--- src/rtl/cubic_bezier_chord_length_top_macros.svh ---
// assertion macros for the bezier chord length block
// no dependencies
`ifndef CUBIC_BEZIER_CHORD_LENGTH_TOP_MACROS_SVH
`define CUBIC_BEZIER_CHORD_LENGTH_TOP_MACROS_SVH
`ifndef SYNTHESIS
`define BCL_ASSERT_IMP(label, clk, rst_n, a, c) \
    label: assert property (@(posedge clk) disable iff (!rst_n) (a) |-> (c)) \
    else $error("assertion failed");
`define BCL_ASSERT_NXT(label, clk, rst_n, a, c) \
    label: assert property (@(posedge clk) disable iff (!rst_n) (a) |=> (c)) \
    else $error("assertion failed");
`else
`define BCL_ASSERT_IMP(label, clk, rst_n, a, c)
`define BCL_ASSERT_NXT(label, clk, rst_n, a, c)
`endif
`endif

--- src/rtl/bcl_pkg.sv ---
// shared types and constants for the bezier chord length block
// no dependencies
`default_nettype none
package bcl_pkg;
    localparam int MaxSegments = 256;
    localparam int SegW = 9;
    localparam int CoordW = 16;
    localparam int LenW = 19;
    localparam int TW = 17;
    localparam int WW = 49;
    localparam int ProdW = CoordW + WW + 1;
    localparam int PtW = 22;
    localparam int SqW = 46;
    localparam int RootW = SqW;
    localparam int TotW = 32;

    typedef struct packed {
        logic signed [3:0][CoordW-1:0] px;
        logic signed [3:0][CoordW-1:0] py;
        logic [SegW-1:0]               seg;
    } t_job;

    typedef struct packed {
        logic [LenW-1:0] length;
        logic            saturated;
    } t_res;
endpackage
`default_nettype wire

--- src/rtl/bcl_front.sv ---
// front end: takes a curve, clamps the segment count, pushes a job into a 2-entry queue
// depends on bcl_pkg
`default_nettype none
module bcl_front import bcl_pkg::*; (
    input  wire logic                     i_clk,
    input  wire logic                     i_rst_n,
    input  wire logic                     push,
    output logic                          full,
    input  wire logic signed [CoordW-1:0] i_x0, i_x1, i_x2, i_x3,
    input  wire logic signed [CoordW-1:0] i_y0, i_y1, i_y2, i_y3,
    input  wire logic [SegW-1:0]          i_seg,
    output logic                          o_valid,
    output t_job                          o_job,
    input  wire logic                     i_take
);
    t_job        r_q [2];
    logic        r_wp, r_rp;
    logic [1:0]  r_cnt;
    t_job        n_job;

    always_comb begin
        n_job.px = {i_x3, i_x2, i_x1, i_x0};
        n_job.py = {i_y3, i_y2, i_y1, i_y0};
        if (i_seg == '0) begin
            n_job.seg = SegW'(1);
        end else if (i_seg > SegW'(MaxSegments)) begin
            n_job.seg = SegW'(MaxSegments);
        end else begin
            n_job.seg = i_seg;
        end
    end

    assign full    = (r_cnt == 2'd2);
    assign o_valid = (r_cnt != 2'd0);
    assign o_job   = r_q[r_rp];

    always_ff @(posedge i_clk) begin
        if (push && !full) begin
            r_q[r_wp] <= n_job;
        end
        if (!i_rst_n) begin
            r_wp  <= 1'b0;
            r_rp  <= 1'b0;
            r_cnt <= 2'd0;
        end else begin
            if (push && !full) r_wp <= ~r_wp;
            if (i_take && o_valid) r_rp <= ~r_rp;
            r_cnt <= r_cnt + 2'((push && !full) ? 1 : 0) - 2'((i_take && o_valid) ? 1 : 0);
        end
    end
endmodule
`default_nettype wire

--- config.mk ---
export PLATFORM = sky130hd
export DESIGN_NAME = bcl_front
export DESIGN_NICKNAME = d
export VERILOG_FILES = /design/src/rtl/cubic_bezier_chord_length_top_macros.svh /design/src/rtl/bcl_pkg.sv /design/src/rtl/bcl_front.sv
export SDC_FILE = /design/constraint.sdc
export NUM_CORES = 1
export LEC_CHECK = 0
export ABC_AREA = 1
export BUFFER_PORTS_ARGS = -buffer_cell sky130_fd_sc_hd__buf_2
export CORE_ASPECT_RATIO = 2
export CORE_MARGIN = 5
export CORE_UTILIZATION = 45
export CTS_CLUSTER_SIZE = 12
export DETAILED_ROUTE_END_ITERATION = 7
export PLACE_DENSITY = 0.7
export SYNTH_ARGS = -nofsm -noshare
export SYNTH_HDL_FRONTEND = slang
export SYNTH_SLANG_ARGS = --single-unit
--- constraint.sdc ---
create_clock -name i_clk -period 23.7 [get_ports i_clk]
set_input_delay 5.925 -clock i_clk [delete_from_list [all_inputs] [get_ports i_clk]]
set_output_delay 5.925 -clock i_clk [all_outputs]
set_load 0.05 [all_outputs]
==> results of run 1 <==
report_power, final:
group          leakage (nW)  total (mW)  internal, mW  switching [mW]
registers              2.61       0.656         0.627          0.0287
logic                  1.81       0.519         0.136           0.383
clock network         0.359       0.373         0.210           0.163
worst max-delay path, stage by stage (launching register included):
cell,delay [ns]
dfxtp_4,0.92
buf_4,0.83
mux2_2,0.43
buf_2,0.21
path summary, 6_finish.rpt:
kind	to	slack, ns	cells after the start
setup reg to reg	r_q[1][25]	21.23	5
setup / recovery	o_job[51]	14.73	3
hold / removal	r_rp	0.51	2
hold reg to reg	r_rp	0.51	2
area by class of cell:
type,count,area [sq um],area share
Inverter,18,72.6,0.00573
Multi-Input combinational cell,177,1720,0.136
Antenna cell,4,10.0,0.000791
Clock buffer,38,727,0.0574
Tap cell,280,350,0.0277
Clock inverter,3,12.5,0.000988
Timing Repair Buffer,284,1430,0.113
Sequential cell,279,8330,0.658
kinds of logic after synthesis:
family          count (synthesis)  synth area share
simple gates                   36            0.0133
flops                         279             0.808
mux                           137             0.150
fa+ha+maj                       2           0.00243
compound gates                  2          0.000971
buf+inv                        35            0.0261
Yosys cell counts:
library cell,n,area (sq um)
clkbuf_8,10,138
clkbuf_1,2,7.51
nand3_1,2,10.0
nor2_1,20,75.1
nand2_1,14,52.6
a21oi_1,2,10.0
edfxtp_1,274,8230
mux2_2,137,1540
buf_6,5,56.3
ha_1,2,25.0
inv_1,18,67.6
dfxtp_1,5,100
flip-flops by register name (all words and copies together), names as in the netlist, named ones only:
register / count
r_q: 274
r_cnt: 2
r_rp: 1
r_wp: 1
through the flow:
stage | power [mW] | util | worst slack (ns) | cells | hold slack (ns)
4_1_cts | 1.57 | 0.559 | 14.61 | 1079 | 0.517
2_1_floorplan | 1.09 | - | 11.38 | 491 | 0.467
3_3_place_gp | 1.19 | 0.526 | 15.16 | 1038 | 0.479
5_1_grt | 1.61 | 0.559 | 14.55 | 1083 | 0.564
3_5_place_dp | 1.19 | 0.526 | 15.19 | 1038 | 0.502
6_report | 1.55 | 0.559 | 14.73 | 1083 | 0.513
metal layers:
layer | up-vias | GRT usage | share of wire
met3 | 64 | 0.0327 | 0.058
li1 | 2489 | - | -
met2 | 187 | 0.307 | 0.57
met5 | - | 0 | 0.0012
met1 | 2577 | 0.153 | 0.31
met4 | 4 | 0.0937 | 0.055
==> results.yml, run 1 <==
sta:
  rsz0062_at_grt: "no"
  final.setup.tns_ns: 0
  fin_crit_sh: 0.378
  finalCriticalPeriod_ns: 8.97
  worst_pin_slew_ns: 0.996
  maxSlewViolCount: 0
  relSlewSlack: 0.336
  skew_ns: 0.00866
  setup_viol: 0
  fmax_mhz: 112
  hold_viol_final: 0
run:
  cap_violations: 0
grt:
  antenna_found_initial: 6
  track_usage: 0.162
  grt_max_degree: 83
  grt_pass1_vias: 5830
  grt_pass1_wl_mm: 31.7
  grt_overflow: 0
logic_synthesis:
  seq_area_frac_synth: 0.808
  synth_area_per_cell_sq_um: 21.0
  ys_ff_latch: 279
  synth_cell_types: 12
  yosysWarnings: 0
  syn_area_sq_um: 10300
  syn_nets: 634
  syn-instance-count: 491
floorplan:
  die_w_um: 117
  initial_core_util: 0.455
  io_pins: 280
  die_area_sq_um: 26200
  num_rows: 78
  core_area_sq_um: 22600
  die_h_um: 224
power_and_ir_drop:
  leakage_nw: 4.78
  p_per_area_nw_per_um2: 122
  ir_drop_uv: 77.9
route:
  num_vias: 5321
  drt_first_iter_violations: 254
  drcViolationCount: 0
  vias_per_cell: 4.91
  dr.pass1.iters: 4
  wl_per_cell_um: 20.1
  final_antenna_net_count: 0
  wirelength_mm: 21.8
clock_network:
  postCtsHoldBufs: 0
  clkTransAtPathRegs_ns: 0.06
  h-tree-depth: 1
  cts_resized: 0
  cts_buffer_depth: 3
  insertion_delay_ns: 0.52
  clkSinkCount: 279
  cts_buffers: 27
  cts_root_buf: "clkbuf_16"
  cts_tree: "yes"
  post_cts_buffers: 0
placement:
  portBuffers: 279
  dp_hpwl_mm: 14.9
  placed_area_sq_um: 11900
  place_congestion: 0.787
cells_and_area:
  final_nets: 930
  final_common_cell: "buf_2"
  drive_gt1_frac: 0.567
  syn2layout_area_growth_pct: 22.8
  layout_common_cells: "279 x buf_2, 274 x edfxtp_1, 137 x mux2_2"
  final_area_sq_um: 12700
  nFillCells: 1818
worst_setup_path:
  crit_arrival_ns: 3.04
  endpoint_kind: "primary output"
  cp.required_ns: 17.78
  r2r-start: "r_cnt[0]"
  critPathKind: "register to primary output"
  start_kind: "register"
  crit_fanout: 72
min_path:
  min_path_type: "register to register"
  min-delay-start: "r_rp"
status:
  status: "completed"
No activity file was read; power rests on OpenSTA's default activity.
==> run 2, diff against run 1 <==
Settings changed: ABC_AREA 1 to 0, PLACE_DENSITY 0.7 to 0.73.
Clock period 23.7 ns to 7.9 ns, I/O delays scaled along.
==> run 2 against run 1 <==
Compared with the run above:
- area after synthesis shrank 0.42%
- die area shrank 0.40%
- sequential share of layout area grew 0.12 points
- sequential power grew to 3.0 times the previous value
- count of clock-buffer cells in the layout grew 2
- global-route usage shrank 0.27 points
- cell count shrank 1.9%
- clock skew is essentially flat
- combinational power grew to 3.6 times the previous value
==> results.yml, run 2 <==
cells_and_area:
  final_common_cell: "buf_2"
  final_area_sq_um: 12600
  final_cells: 1062
  drive_gt1_frac: 0.587
  largest_reg_flops: 274
  top_regs: "r_q: 274 flops, r_cnt: 2 flops"
  final_nets: 905
  layout_common_cells: "279 x buf_2, 274 x edfxtp_1, 137 x mux2_2"
  regMostFlops: "r_q"
  syn2layout_area_growth_pct: 23.1
floorplan:
  num_rows: 78
  io_pins: 280
  die_h_um: 224
  die_area_sq_um: 26100
  core_area_sq_um: 22600
  die_w_um: 117
  initial_core_util: 0.454
grt:
  antenna_found_initial: 8
  grt_max_degree: 72
  grt_pass1_vias: 5831
  grt_overflow: 0
  grt_pass1_wl_mm: 31.3
  track_usage: 0.159
sta:
  worst_pin_slew_ns: 0.963
  rsz0062_at_grt: "no"
  relSlewSlack: 0.358
  hold_viol_final: 0
  skew_ns: 0.00881
  fin_crit_sh: 0.586
  fmax_mhz: 216
  final.setup.tns_ns: 0
  setup_viol: 0
  setup_slack_ns: 3.27
  finalCriticalPeriod_ns: 4.63
  maxSlewViolCount: 0
clock_network:
  post_cts_buffers: 0
  cts_root_buf: "clkbuf_16"
  clkTransAtPathRegs_ns: 0.06
  cts_buffer_depth: 3
  h-tree-depth: 1
  cts_buffers: 27
  insertion_delay_ns: 0.53
  cts_resized: 0
  cts_tree: "yes"
  postCtsHoldBufs: 0
  clkSinkCount: 279
route:
  drt_first_iter_violations: 289
  num_vias: 5244
  drcViolationCount: 0
  dr.pass1.iters: 4
  final_antenna_net_count: 0
  wirelength_mm: 21.5
  wl_per_cell_um: 20.3
  vias_per_cell: 4.94
placement:
  placed_area_sq_um: 11900
  dp_hpwl_mm: 14.9
  pre_cts_ws_ns: 3.60
  portBuffers: 279
  place_congestion: 0.747
  dp.cells: 1013
logic_synthesis:
  syn_area_sq_um: 10300
  yosysMostFrequentCell: "edfxtp_1"
  syn-instance-count: 465
  synth_top_area_cell: "edfxtp_1"
  syn_nets: 608
  ys_ff_latch: 279
  synthArstFlopShare: 0
  synth_top_area_frac: 0.801
  ys.flop_type: "edfxtp_1"
  synth_common_cells: "274 x edfxtp_1, 137 x mux2_2, 10 x clkbuf_8"
  seq_area_frac_synth: 0.811
  synth_area_per_cell_sq_um: 22.1
  ys_top_cells_by_area: "edfxtp_1 80%, mux2_2 15%, clkbuf_8 1.3%"
  synth-edff-count: 274
  synth_cell_types: 22
  yosysWarnings: 0
worst_setup_path:
  cp.required_ns: 5.93
  endpoint_kind: "primary output"
  critPathKind: "register to primary output"
  start_kind: "register"
  crit_fanout: 64
  crit_arrival_ns: 2.66
power_and_ir_drop:
  ir_drop_uv: 354
  leakage_nw: 4.70
  p_per_area_nw_per_um2: 393
  total_power_mw: 4.97
run:
  cap_violations: 0
min_path:
  min_path_type: "register to register"
status:
  status: "completed"
run 2: cell count changes after synthesis, moves of 2 or more:
cell,delta
and2_1,+2
inv_1,-15
nand2_1,-12
nand2b_1,+2
nand3_1,-2
nor2_1,-15
nor2b_1,+7
nor3_1,+2
run 2: layout make-up:
| cell class | count | area [sq um] |
|---|---|---|
| diodes | 7 | 17.5 |
| clock buffers | 40 | 734 |
| clock inverters | 2 | 13.8 |
| fillers | 1840 | 10000 |
| inverters | 3 | 11.3 |
| multi-input cells | 167 | 1740 |
| flip-flops and latches | 279 | 8330 |
| well taps | 280 | 350 |
| repair buffers | 284 | 1430 |
run 2: cell families (layout without fill, tap and decap cells):
logic type,Yosys count,count (layout),synth area share
multiplexers,138,138,0.151
XOR/XNOR,2,2,0.00171
adder cells (fa/ha/maj),2,2,0.00244
other,0,7,0
AO/OA/AOI/OAI,2,2,0.00122
buffers and inverters,19,329,0.0203
flip-flops,279,279,0.811
AND/OR/NAND/NOR,23,23,0.0121
run 2: metrics by stage:
stage	utilization	hold WS, ns
floorplan	-	0.466
global placement	0.524	0.496
detailed placement	0.524	0.499
CTS	0.557	0.517
global route	0.558	0.533
finish	0.558	0.512
run 2: final timing paths:
kind	start	to	slack, ns	cells past startpoint
setup / recovery	register	o_job[30]	3.27	3
hold / removal	r_rp	register	0.51	2
setup reg to reg	r_cnt[0]	r_q[1][59]	5.23	3
hold reg to reg	r_rp	register	0.51	2
run 2: layer usage:
metal | part of all wire | global-route usage | wire [um]
met1 | 0.32 | 0.157 | 6840
met2 | 0.57 | 0.301 | 12200
met3 | 0.065 | 0.0322 | 1410
met4 | 0.049 | 0.0819 | 1070
met5 | 0.00051 | 0 | 11
run 2: worst max-delay path: stages (launching register included):
cell and delay, ns:
dfxtp_4 0.66, buf_4 0.72, mux2_2 0.45, buf_2 0.22
run 2: where the power goes:
group	internal (mW)	switching [mW]
sequential	1.91	0.0777
clock	0.634	0.495
combinational	0.481	1.37
total	3.03	1.94
==> run 3, diff against run 2 <==
Settings changed: PLACE_DENSITY 0.73 to 0.7.
Clock period 7.9 ns to 4.8 ns, I/O delays scaled along.
==> run 3 against run 2 <==
Compared with the run above:
- cell count decreased by 0.28%
- utilization barely moved
- clock power increased by 61%
- global-route usage is essentially flat
- total power grew 64%
- first-iteration DRC count down 20%
- final area hardly changed
- hold slack better by 0.0038 ns
- sequential cell count did not move
- die area is the same
- critical path depth did not move
- non-clock buffer count is 1 higher
==> results.yml, run 3 (synthesis results as in run 2) <==
status:
  status: "completed"
sta:
  setup_viol: 0
  final.setup.tns_ns: 0
  skew_ns: 0.00804
  rsz0062_at_grt: "no"
  hold_viol_final: 0
  setup_slack_ns: 1.51
  fin_crit_sh: 0.686
  hold_slack_ns: 0.516
  finalCriticalPeriod_ns: 3.29
  fmax_mhz: 304
  maxSlewViolCount: 0
  worst_pin_slew_ns: 1.13
  relSlewSlack: 0.247
cells_and_area:
  layout_common_cells: "279 x buf_2, 274 x edfxtp_1, 137 x mux2_2"
  regMostFlops: "r_q"
  final_common_cell: "buf_2"
  syn2layout_area_growth_pct: 23.1
  final_cells: 1059
  drive_gt1_frac: 0.587
  top_regs: "r_q: 274 flops, r_cnt: 2 flops"
  final_nets: 906
  largest_reg_flops: 274
  nFillCells: 1805
worst_setup_path:
  crit_arrival_ns: 2.09
  max_stage_delay_ns: 0.54
  critPathKind: "register to primary output"
  cp_top_family: "buffers and inverters"
  cp.buffers_inverters: 2
  crit_chain: "buf_4 > mux2_2 > buf_2"
  endpoint_kind: "primary output"
  reg2reg_depth: 3
  crit_slowest_cell: "buf_4"
  cp.required_ns: 3.60
  crit_fanout: 53
  worst-path-stages: 3
  start_kind: "register"
floorplan:
  die_area_sq_um: 26100
  core_area_sq_um: 22600
  die_h_um: 224
  die_w_um: 117
  num_rows: 78
  io_pins: 280
  initial_core_util: 0.454
clock_network:
  cts_root_buf: "clkbuf_16"
  cts_buffers: 27
  cts_tree: "yes"
  cts_resized: 0
  clkSinkCount: 279
  clkTransAtPathRegs_ns: 0.05
  postCtsHoldBufs: 0
  h-tree-depth: 1
  post_cts_buffers: 0
  insertion_delay_ns: 0.53
  cts_buffer_depth: 3
route:
  vias_per_cell: 4.96
  final_antenna_net_count: 0
  drt_first_iter_violations: 232
  wl_per_cell_um: 20.4
  dr.pass1.iters: 4
  num_vias: 5253
  wirelength_mm: 21.6
  drcViolationCount: 0
placement:
  portBuffers: 279
  pre_cts_ws_ns: 1.87
  dp.cells: 1014
  dp_hpwl_mm: 14.9
  place_congestion: 0.794
power_and_ir_drop:
  ir_drop_uv: 523
  p_per_area_nw_per_um2: 646
  leakage_nw: 4.70
  total_power_mw: 8.16
grt:
  antenna_found_initial: 8
  grt_pass1_wl_mm: 31.1
  grt_pass1_vias: 5808
  track_usage: 0.159
  grt_max_degree: 85
  grt_overflow: 0
run:
  cap_violations: 0
min_path:
  worstHoldPathCells: 2
  min_path_type: "register to register"
-- run 3: cell types whose count changed in the layout (fill, tap and decap cells not counted), sizes merged --
cell      previous run  this run
diode                7         5
clkbuf              40        37
inv                  4         3
clkinv               1         2
buf                284       285
clkinvlp             0         1
-- run 3: worst paths after layout --
path	from	slack [ns]	endpoint
worst max register to register	r_cnt[0]	2.64	r_q[1][134]
worst min register to register	r_rp	0.52	r_rp
worst max-delay path	register	1.51	o_job[110]
worst min-delay path	r_rp	0.52	r_rp
-- run 3: area by class of cell --
class                   count  area, sq um  share of cell area
flip-flops and latches    279         8330               0.659
clock buffers              37          713              0.0564
clock inverters             3         15.0             0.00119
inverters                   3         11.3            0.000891
diodes                      5         12.5            0.000990
repair buffers            285         1470               0.116
well taps                 280          350              0.0277
multi-input cells         167         1740               0.138
-- run 3: metrics by stage --
| stage | area (sq um) | util |
|---|---|---|
| detailed placement | 11900 | 0.526 |
| global route | 12600 | 0.558 |
| CTS | 12600 | 0.558 |
| finish | 12600 | 0.558 |
| global placement | 11900 | 0.526 |
| floorplan | 10300 | - |
-- run 3: worst reg2reg max path: cells and delay by family (launching register included) --
kind | cells | cell delay, ns
AND/OR/NAND/NOR | 2 | 1.00
flip-flops | 1 | 0.37
buffers and inverters | 1 | 0.42
-- run 3: per-layer routing --
layer  wire length [um]  global-route usage  vias up
met3               1460              0.0333       61
met2              12300               0.298      201
li1                   -                   -     2430
met5                 34                   0        -
met4               1180               0.100        6
met1               6630               0.150     2555
-- run 3: where the power goes --
part           internal, mW  total, mW  switching (mW)
clock                  1.02       1.82           0.801
sequential             3.15       3.24          0.0924
combinational         0.807       3.11            2.30
